$ cat src/srs_pkg.sv
// Shared constants and types for the systematic resampler.
`default_nettype none

package srs_pkg;

    localparam int MAX_PARTICLES = 64;
    localparam int WEIGHT_BITS   = 16;

    // Widths of the interface fields and of the internal arithmetic.
    localparam int IDX_W  = $clog2(MAX_PARTICLES);
    localparam int CNT_W  = IDX_W + 1;
    localparam int FLD_W  = 16;
    localparam int SUM_W  = WEIGHT_BITS + IDX_W;
    localparam int LHS_W  = SUM_W + CNT_W;
    localparam int THR_W  = LHS_W + FLD_W;

    localparam logic [FLD_W-1:0] WEIGHT_MASK =
        FLD_W'((64'd1 << WEIGHT_BITS) - 64'd1);

    localparam logic [CNT_W-1:0] COUNT_MAX   = CNT_W'(MAX_PARTICLES);
    localparam logic [CNT_W-1:0] COUNT_RESET = CNT_W'(64);

    // Word kinds carried on the input tuser.
    localparam logic OP_LOAD     = 1'b0;
    localparam logic OP_RESAMPLE = 1'b1;

    // Write request towards the prefix-sum memory.
    typedef struct packed {
        logic             we;
        logic [IDX_W-1:0] addr;
        logic [SUM_W-1:0] data;
    } t_ram_wr;

endpackage

`default_nettype wire

$ cat src/srs_prefix_ram.sv
// Prefix-sum memory: one write port and one registered read port.
`default_nettype none

module srs_prefix_ram (
    input  wire                          i_clk,
    input  wire  srs_pkg::t_ram_wr       i_wr,
    input  wire  [srs_pkg::IDX_W-1:0]    i_rd_addr,
    output logic [srs_pkg::SUM_W-1:0]    o_rd_data
);
    import srs_pkg::*;

    logic [SUM_W-1:0] r_mem [MAX_PARTICLES];

    always_ff @(posedge i_clk) begin
        if (i_wr.we) begin
            r_mem[i_wr.addr] <= i_wr.data;
        end
    end

    always_ff @(posedge i_clk) begin
        o_rd_data <= r_mem[i_rd_addr];
    end

endmodule

`default_nettype wire

$ cat src/systematic_resampler.sv
// Top level of the systematic resampler: load sequencer, draw walk and output register.
//
// Usage. Words arrive on s_axis. A word whose tuser is 0 loads one weight (tdata[15:0]);
// the block stores the running inclusive prefix sum and keeps the total. Loads are
// taken one per cycle while the block is idle, and loads beyond the particle count
// are dropped silently. A word whose tuser is 1 starts a resampling round with the
// random fraction in tdata[31:16]; one m_axis word follows per draw (source index,
// target index, tlast on the final draw), after which the loaded weights are
// cleared. The particle count is written through i_cfg_we / i_cfg_data while idle;
// zero acts as one and values above the maximum act as the maximum.
// Sequence. A resample word passes the set-up states (total look-up, threshold product
// and the scaling product of source 0); each advance of the source pointer then passes
// memory read, scaling product and compare, and each draw is emitted from the compare
// state. The input stays not ready until the round's last draw has been emitted.
// Stalls. Results sit in an output register; while the receiver holds tready low the
// walk waits at its compare step and no result is lost. Loads may be taken while the
// last result of a round still waits to be collected.
// Reset. The synchronous active-low reset empties the block, drops any pending result
// and sets the particle count to 64. The memory is not cleared; only entries written
// in the current round are read.
`default_nettype none

module systematic_resampler (
    input  wire         i_clk,
    input  wire         i_rst_n,
    // Configuration: particle count.
    input  wire         i_cfg_we,
    input  wire  [6:0]  i_cfg_data,
    // Input words.
    input  wire         s_axis_tvalid,
    output logic        s_axis_tready,
    input  wire  [31:0] s_axis_tdata,   // [15:0] weight, [31:16] random_fraction
    input  wire         s_axis_tuser,   // [0] opcode
    // Result words.
    output logic        m_axis_tvalid,
    input  wire         m_axis_tready,
    output logic [15:0] m_axis_tdata,   // [5:0] source_index, [11:6] target_index
    output logic        m_axis_tlast
);
    import srs_pkg::*;

    // Sequencer states.
    localparam logic [2:0] ST_IDLE = 3'd0;
    localparam logic [2:0] ST_TOT  = 3'd1;  // pick the round total
    localparam logic [2:0] ST_TMUL = 3'd2;  // first threshold product
    localparam logic [2:0] ST_RD   = 3'd3;  // wait for prefix sum of source
    localparam logic [2:0] ST_MUL  = 3'd4;  // scale cumulative weight by N
    localparam logic [2:0] ST_CMP  = 3'd5;  // compare and emit

    logic [2:0]       r_state;
    logic [CNT_W-1:0] r_count;
    logic [CNT_W-1:0] r_loaded;
    logic [SUM_W-1:0] r_wtot;

    // Walk registers.
    logic [SUM_W-1:0] r_total;
    logic [FLD_W-1:0] r_frac;
    logic [IDX_W-1:0] r_src;
    logic [IDX_W-1:0] r_k;
    logic [LHS_W-1:0] r_lhs;
    logic [THR_W-1:0] r_thr;

    // Output register.
    logic             r_out_valid;
    logic [IDX_W-1:0] r_out_src;
    logic [IDX_W-1:0] r_out_tgt;
    logic             r_out_last;

    logic [CNT_W-1:0] n_eff;
    logic [IDX_W-1:0] n_m1;
    logic             in_acc;
    logic             is_load;
    logic             is_resample;
    logic [FLD_W-1:0] weight_in;
    logic [SUM_W-1:0] sum_next;
    logic             load_ok;
    t_ram_wr          ram_wr;
    logic [IDX_W-1:0] rd_addr;
    logic [SUM_W-1:0] rd_data;
    logic [SUM_W-1:0] cum;
    logic             qualifies;
    logic             out_free;
    logic             emit;
    logic             emit_last;

    // Effective particle count: zero acts as one, above maximum is clamped.
    always_comb begin
        if (r_count == '0) begin
            n_eff = CNT_W'(1);
        end else if (r_count > COUNT_MAX) begin
            n_eff = COUNT_MAX;
        end else begin
            n_eff = r_count;
        end
    end
    assign n_m1 = IDX_W'(n_eff - CNT_W'(1));

    assign s_axis_tready = (r_state == ST_IDLE);
    assign in_acc        = s_axis_tvalid && s_axis_tready;
    assign is_load       = in_acc && (s_axis_tuser == OP_LOAD);
    assign is_resample   = in_acc && (s_axis_tuser == OP_RESAMPLE);

    assign weight_in = s_axis_tdata[FLD_W-1:0] & WEIGHT_MASK;
    assign sum_next  = r_wtot + SUM_W'(weight_in);
    assign load_ok   = is_load && (r_loaded < n_eff);

    always_comb begin
        ram_wr.we   = load_ok;
        ram_wr.addr = r_loaded[IDX_W-1:0];
        ram_wr.data = sum_next;
    end

    // While idle the read port looks up source N-1 for the round total.
    assign rd_addr = (r_state == ST_IDLE) ? n_m1 : r_src;

    srs_prefix_ram u_ram (
        .i_clk     (i_clk),
        .i_wr      (ram_wr),
        .i_rd_addr (rd_addr),
        .o_rd_data (rd_data)
    );

    // Sources not loaded this round read as the running total.
    assign cum = ({1'b0, r_src} < r_loaded) ? rd_data : r_wtot;

    // cum * N * 65536 >= total * (k * 65536 + r); the last source always qualifies.
    assign qualifies = ({r_lhs, FLD_W'(0)} >= r_thr) || (r_src == n_m1);
    assign out_free  = !r_out_valid || m_axis_tready;
    assign emit      = (r_state == ST_CMP) && qualifies && out_free;
    assign emit_last = emit && (r_k == n_m1);

    // Control state.
    always_ff @(posedge i_clk) begin
        if (!i_rst_n) begin
            r_state     <= ST_IDLE;
            r_count     <= COUNT_RESET;
            r_loaded    <= '0;
            r_wtot      <= '0;
            r_out_valid <= 1'b0;
        end else begin
            if (i_cfg_we) begin
                r_count <= i_cfg_data;
            end
            if (load_ok) begin
                r_loaded <= r_loaded + CNT_W'(1);
                r_wtot   <= sum_next;
            end
            if (emit) begin
                r_out_valid <= 1'b1;
            end else if (m_axis_tready) begin
                r_out_valid <= 1'b0;
            end
            case (r_state)
                ST_IDLE: begin
                    if (is_resample) begin
                        r_state <= ST_TOT;
                    end
                end
                ST_TOT:  r_state <= ST_TMUL;
                ST_TMUL: r_state <= ST_MUL;
                ST_RD:   r_state <= ST_MUL;
                ST_MUL:  r_state <= ST_CMP;
                ST_CMP: begin
                    if (emit_last) begin
                        r_state  <= ST_IDLE;
                        r_loaded <= '0;
                        r_wtot   <= '0;
                    end else if (!qualifies) begin
                        r_state <= ST_RD;
                    end
                end
                default: r_state <= ST_IDLE;
            endcase
        end
    end

    // Walk datapath and output payload.
    always_ff @(posedge i_clk) begin
        case (r_state)
            ST_IDLE: begin
                r_frac <= s_axis_tdata[2*FLD_W-1:FLD_W];
                r_src  <= '0;
                r_k    <= '0;
            end
            ST_TOT: begin
                r_total <= (n_m1 < r_loaded[IDX_W-1:0] || r_loaded > COUNT_MAX - CNT_W'(1))
                           ? rd_data : r_wtot;
            end
            ST_TMUL: begin
                r_thr <= THR_W'(r_total * r_frac);
            end
            ST_MUL: begin
                r_lhs <= LHS_W'(cum * n_eff);
            end
            ST_CMP: begin
                if (emit) begin
                    r_thr <= r_thr + THR_W'({r_total, FLD_W'(0)});
                    r_k   <= r_k + IDX_W'(1);
                end else if (!qualifies) begin
                    r_src <= r_src + IDX_W'(1);
                end
            end
            default: begin
            end
        endcase
        if (emit) begin
            r_out_src  <= r_src;
            r_out_tgt  <= r_k;
            r_out_last <= (r_k == n_m1);
        end
    end

    assign m_axis_tvalid = r_out_valid;
    assign m_axis_tdata  = {4'd0, r_out_tgt, r_out_src};
    assign m_axis_tlast  = r_out_last;

    // The source pointer never runs past the last source of the round.
    a_src_bound: assert property (@(posedge i_clk) disable iff (!i_rst_n)
        (r_state != ST_IDLE && r_state != ST_TOT) |-> (r_src <= n_m1))
        else $error("source pointer beyond last particle");

    // Finishing a round empties the loaded weights.
    a_round_clear: assert property (@(posedge i_clk) disable iff (!i_rst_n)
        emit_last |=> (r_loaded == '0 && r_wtot == '0 && r_state == ST_IDLE))
        else $error("round end did not clear the loaded weights");

    // A result marked last carries the final target slot.
    a_last_slot: assert property (@(posedge i_clk) disable iff (!i_rst_n)
        (m_axis_tvalid && m_axis_tlast) |-> (m_axis_tdata[2*IDX_W-1:IDX_W] == n_m1))
        else $error("last flag on a slot other than the final one");

    // The loaded count never exceeds the memory depth.
    a_loaded_bound: assert property (@(posedge i_clk) disable iff (!i_rst_n)
        load_ok |=> (r_loaded <= COUNT_MAX))
        else $error("loaded count beyond memory depth");

endmodule

`default_nettype wire

$ cat config.mk
export PLATFORM = sky130hd
export DESIGN_NAME = systematic_resampler
export DESIGN_NICKNAME = d
export VERILOG_FILES = /design/src/srs_pkg.sv /design/src/srs_prefix_ram.sv /design/src/systematic_resampler.sv
export SDC_FILE = /design/constraint.sdc
export NUM_CORES = 2
export LEC_CHECK = 0
export ABC_CLOCK_PERIOD_IN_PS = 9390
export BUFFER_PORTS_ARGS = -buffer_cell sky130_fd_sc_hd__buf_2
export CORE_MARGIN = 2
export CORE_UTILIZATION = 65
export CTS_BUF_LIST = sky130_fd_sc_hd__clkbuf_8
export DETAILED_ROUTE_END_ITERATION = 8
export GPL_TIMING_DRIVEN = 0
export PLACE_DENSITY_LB_ADDON = 0.05
export SETUP_SLACK_MARGIN = 0.15
export SLEW_MARGIN = 40
export SYNTH_ARGS = -nofsm -noshare
export SYNTH_HDL_FRONTEND = slang
export SYNTH_SLANG_ARGS = --single-unit
$ cat constraint.sdc
create_clock -name i_clk -period 9.39 [get_ports i_clk]
set_clock_uncertainty 0.05 [all_clocks]
set_input_delay 0 -clock i_clk [delete_from_list [all_inputs] [get_ports i_clk]]
set_output_delay 0 -clock i_clk [all_outputs]
set_load 0.02 [all_outputs]
Word-level counts from Yosys, hierarchy flattened
Memories as Yosys holds them, arrays and structs flattened. A register that Yosys moved wholly into a read port is not among the register bits.
Cells that the tools add are included.
- register bits: 177
- latch bits: 0
- RAM bits: 1408
- ROM bits: 0
- bits of input ports: 45
- output and inout port bits: 19
- memories: 1
- add/sub/neg operators: 6
- multiply operators: 2
- divide/modulo/power cells: 0
- magnitude comparators: 6
- eq/ne operators: 12
- shift operators: 0
- multiplexer cells: 26
- bitwise logic cells: 1
- reductions and logical operators: 21
- memory list (name ; depth ; width ; rd ports ; clocked after Yosys merged registers in ; wr ports ; line ; text):
    u_ram.r_mem ; 64 ; 22 ; 1 ; 1 ; 1 ; srs_prefix_ram.sv:12 ; logic [SUM_W-1:0] r_mem [MAX_PARTICLES];
- operators with widths (kind ; count):
    22-bit two-way mux ; 5
    45-bit case mux with 2 select lines ; 1
    45-bit by 38-bit adder with 45-bit output ; 1
    45-bit >= comparator ; 1
    45-bit two-way mux ; 1
    22-bit by 16-bit multiplier with 38-bit output ; 1
    7-bit two-way mux ; 5
    22-bit by 7-bit multiplier with 29-bit output ; 1
    6-bit two-way mux ; 4
    6-bit case mux with 2 select lines ; 2
    22-bit by 16-bit adder with 22-bit output ; 1
    3-bit case mux with 5 select lines ; 1
    6-bit by 1-bit adder with 6-bit output (second input constant) ; 2
    6-bit equality test ; 2
    3-bit two-way mux ; 3
    7-bit by 1-bit adder with 7-bit output (second input constant) ; 1
    7-bit by 6-bit greater-than comparator with 1-bit output (second input constant) ; 1
    7-bit greater-than comparator (second input constant) ; 1
    1-bit logical AND ; 7
    7-bit zero test ; 1
    6-bit by 7-bit less-than comparator with 1-bit output ; 1
    7-bit less-than comparator ; 1
    3-bit by 2-bit equality test with 1-bit output (second input constant) ; 2
    3-bit equality test (second input constant) ; 2
    15 further kinds ; 26

Logic depth before layout (Yosys ltp)
- word-level depth: 11
- depth in mapped cells: 29
- depth with buffers taken out: 28

Cells and area by module
A second synthesis with hierarchy kept.
- cells, all modules: 5168
- area total of the unflattened synthesis: 80409.6 um2
- by module, submodules not included (module ; times used ; cells each ; area each (um2) ; sequential area each (um2)):
    srs_prefix_ram ; 1 ; 2349 ; 54260.8 ; 42721.0
    systematic_resampler ; 1 ; 2819 ; 26148.8 ; 4914.7

Worst setup path before layout
Ideal clock, no wire load.
- kind: reg-to-reg
- start: reg r_loaded[1]
- end: reg r_lhs[27] (data pin)
- library setup time: 0.258 ns
- arrival: 6.969 ns
- required time: 9.082 ns
- slack: 2.113 ns
- stages on the path, launching flop included: 30
- buffers on the path: 1
- period minus slack after synthesis: 7.277 ns
- cell sequence: dfxtp_1 > inv_1 > ha_1 > a21o_1 > a21o_1 > a21o_1 > a21o_1 > a21oi_1 > nor2_1 > clkbuf_1 > mux2i_1 > nor2_1 > fa_1 > inv_1 > fa_1 > inv_1 > fa_1 > inv_1 > fa_1 > inv_1 > ha_1 > o21ai_0 > a21oi_1 > a31o_2 > a211oi_1 > o21ai_0 > a2111oi_0 > o41ai_1 > a21oi_1 > xnor2_1
- word-level cells in the longest chain between the ends: 3
- ends and longest elaborated chain (what ; line ; text):
    start, declared ; systematic_resampler.sv:52 ; logic [CNT_W-1:0] r_loaded;
    start signal, assigned ; systematic_resampler.sv:145 ; r_loaded <= r_loaded + CNT_W'(1);
    6-bit by 7-bit less-than comparator with 1-bit output ; systematic_resampler.sv:124 ; assign cum = ({1'b0, r_src} < r_loaded) ? rd_data : r_wtot;
    22-bit two-way mux ; systematic_resampler.sv:124 ;
    22-bit by 7-bit multiplier with 29-bit output ; systematic_resampler.sv:193 ; r_lhs <= LHS_W'(cum * n_eff);
    end signal, assigned ; systematic_resampler.sv:193 ;
    end, declared ; systematic_resampler.sv:60 ; logic [LHS_W-1:0] r_lhs;
No other way between the ends.
A chain may end at the register's enable or synchronous reset.

Worst setup path after layout
Ends and elaborated chain as after synthesis.

==> insert_results.sql <==
INSERT INTO impl_metrics (metric_group, metric, value, unit) VALUES
('place', 'hpwl', '189000', 'µm'),
('finish', 'ff_latch_area', '47600', 'µm²'),
('synthesis', 'synth.area.top_cells', 'edfxtp_1 (56%), fa_1 (9.2%), nand2_1 (8.0%)', ''),
('synthesis', 'post_synth_most_frequent_cells', 'nand2_1 (1744), edfxtp_1 (1545), inv_1 (498)', ''),
('synthesis', 'seq_area_frac_synth', '57.9', '%'),
('finish', 'flow.area_growth_from_synthesis', '14.2', '%'),
('sta', 'setup_total_negative_slack', '0', 'ns'),
('synthesis', 'syn-mean-instance-area', '11.6', 'µm²'),
('finish', 'final_nets', '8408', ''),
('detailed_routing', 'drc', '1', ''),
('sta', 'grt_setup_unrepaired', 'false', ''),
('clock_network', 'count_of_clock_tree_sinks', '1607', ''),
('place', 'place.port_buffers', '58', ''),
('clock_network', 'post_cts_buffers', '0', ''),
('clock_network', 'cts_tree', 'built', ''),
('status', 'violations_in_the_final_reports', 'DRC', ''),
('detailed_routing', 'vias', '60600', ''),
('clock_network', 'cts_root_buffer', 'clkbuf_8', ''),
('detailed_routing', 'routed_wirelength', '258000', 'µm'),
('grt', 'grt.total_usage', '40.0', '%'),
('grt', 'grt_antenna_before_repair', '19', ''),
('critical_path', 'cp_slowest_cell', 'mux2i_1', ''),
('power_and_ir_drop', 'leakage_power_of_the_design', '36.5', 'nW'),
('grt', 'wire_length_of_the_first_global_routing_pass', '377000', 'µm'),
('floorplan', 'floorplan.initialDensity', '65.5', '%'),
('hold_path', 'timing.hold.worst.class', 'input pin to flop', ''),
('critical_path', 'critical_path_class', 'flop to flop', ''),
('sta', 'period_share', '93.6', '%'),
('floorplan', 'num_io_pins', '64', ''),
('synthesis', 'asyncSetResetFlopFracSynth', '0', '%'),
('clock_network', 'htree_levels', '5', ''),
('synthesis', 'post_synth_instance_area', '82200', 'µm²'),
('floorplan', 'floorplan.die.width', '360', 'µm'),
('detailed_routing', 'wl_per_cell', '27.0', 'µm'),
('sta', 'number_of_failing_hold_endpoints_at_the_final_stage', '0', ''),
('grt', 'first_global_vias', '59700', ''),
('synthesis', 'most_common_cell_in_the_netlist', 'nand2_1', ''),
('critical_path', 'crit_path_start_kind', 'flop', ''),
('synthesis', 'syn-instance-count', '7116', ''),
('critical_path', 'rr_startpoint', 'r_loaded[1]', ''),
('detailed_routing', 'drt-pass1-iter-count', '8', ''),
('status', 'outcome', 'finished, violations left', ''),
('synthesis', 'synth_top_cell_area_share', '56.4', '%'),
('critical_path', 'worst-endpoint-arrival', '9.45', 'ns'),
('critical_path', 'worst_r2r_path_depth', '27', ''),
('critical_path', 'critical_path.max_fanout', '10', ''),
('clock_network', 'clk_transition_reported_paths', '0.06', 'ns'),
('detailed_routing', 'antenna_left', '0', ''),
('clock_network', 'clk_latency', '1.02', 'ns'),
('floorplan', 'floorplan.die_area', '129000', 'µm²'),
('synthesis', 'postSynthRegisterBits', '1607', ''),
('place', 'place_congestion', '1.04', ''),
('sta', 'period_needed', '8.79', 'ns'),
('sta', 'worst_pin_slew', '0.983', 'ns'),
('place', 'place_ws', '0.406', 'ns'),
('critical_path', 'crit_path_max_incr_delay', '0.77', 'ns'),
('hold_path', 'worst_hold_path.num_cells', '6', ''),
('floorplan', 'core', '126000', 'µm²'),
('finish', 'filler_cells_inserted', '8233', ''),
('sta', 'final_critical_path_setup_slack', '0.597', 'ns'),
('synthesis', 'synth_top_flop_cell', 'edfxtp_1', ''),
('finish', 'final_layout_size_suffix_gt1_share', '11.4', '%'),
('synthesis', 'synth_warnings', '0', ''),
('critical_path', 'timing.critical_path.required', '10.05', 'ns'),
('run', 'max-cap-violations', '0', ''),
('sta', 'setup-violations-final', '0', ''),
('grt', 'grt_overflow', '0', ''),
('synthesis', 'cell_type_with_the_largest_total_area_after_synthesis', 'edfxtp_1', ''),
('sta', 'slew_headroom', '34.5', '%'),
('grt', 'pin_count_of_the_biggest_net_entering_global_routing', '46', ''),
('finish', 'finalCoreUtilization', '74.8', '%');
-- state kept, by name (all words and copies together), names as in the netlist, 3 cells and up --
name / cells
u_ram.r_mem: 1408
r_thr: 45
r_lhs: 29
r_total: 22
r_wtot: 22
u_ram.o_rd_data: 22
r_frac: 16
r_count: 7
r_loaded: 7
r_k: 6
r_out_src: 6
r_out_tgt: 6
r_src: 6
r_state: 3
-- layout by cell type (no fill, tap or decap), types with 52 or more instances in the layout --
cell / count
nand2_1: 1740
edfxtp_1: 1545
inv_1: 576
fa_1: 379
nand3_1: 362
clkbuf_8: 287
ha_1: 243
nor2_1: 232
and3_1: 228
a21oi_1: 202
buf_2: 194
clkbuf_1: 193
a31oi_1: 166
and2_1: 154
o21ai_0: 107
buf_4: 103
dlygate4sd3_1: 102
a311oi_1: 89
a211oi_1: 85
xnor2_1: 66
nor2_4: 65
dfxtp_1: 62
clkinv_1: 56
buf_8: 52
-- layer usage --
metal	global-route usage (%)	up-vias	wire length [µm]
met2	61.6	3971	118000
met1	50.0	29600	90100
met3	9.82	942	28900
li1	-	26000	-
met4	28.3	18	21200
met5	0	-	271
-- critical path: cells and delay by family, from the launching register on --
kind	cells	cell delay (ns)
AO/OA/AOI/OAI	13	2.94
XOR/XNOR	1	0.08
adder cells (fa/ha/maj)	6	2.70
buffers and inverters	4	0.80
flip-flops	1	0.60
multiplexers	1	0.77
AND/OR/NAND/NOR	2	0.60
-- kinds of logic (layout without fill, tap and decap cells) --
| kind of cell | Yosys count | in the layout | synth area share, % |
|---|---|---|---|
| simple gates | 2970 | 2970 | 15.9 |
| compound gates | 837 | 837 | 6.65 |
| fa+ha+maj | 623 | 623 | 12.9 |
| flops | 1607 | 1607 | 57.9 |
| other cells | 1 | 18 | 0.00456 |
| mux | 68 | 68 | 0.910 |
| buf+inv | 888 | 1683 | 4.37 |
| xor+xnor | 122 | 122 | 1.30 |
-- worst paths after layout --
check	endpoint
worst max-delay path	r_lhs[27]
worst min-delay path	r_wtot[15]
worst max register to register	r_lhs[27]
worst min register to register	r_wtot[14]
-- where the power goes --
group	switching (mW)	leakage (nW)	internal, mW
logic	8.70	19.3	4.79
clock network	2.80	2.76	3.00
registers	0.146	14.5	8.59
total	11.6	36.5	16.4
-- stage by stage --
step           hold WS, ns  power, mW  cells  cell area (µm²)
2_1_floorplan       0.0489       17.6   7119            82200
6_report            0.0939       28.0   9578            93900
3_3_place_gp         0.126       21.7   8827            84600
5_1_grt              0.137       29.7   9566            93900
4_1_cts             0.0251       27.8   9564            93800
3_5_place_dp         0.129       22.0   9010            88000
-- cell type report --
class,count,area share [%]
buffer,385,1.82
timing repair buffer,343,4.14
multi-input combinational,4624,34.0
inverter,503,2.02
tap,1650,2.20
clock inverter,165,0.914
sequential,1607,50.7
clock buffer,287,4.21
antenna,14,0.0373
-- repair_timing --
| action | 4_1_cts | 5_1_grt |
|---|---|---|
| gates resized for setup | 0 | 8 |
| endpoints found under the setup margin | 0 | 2 |
| endpoints found under the hold margin | 536 | 0 |
| hold buffers | 102 | 0 |
Note: power is estimated with default switching activity, not from simulation.
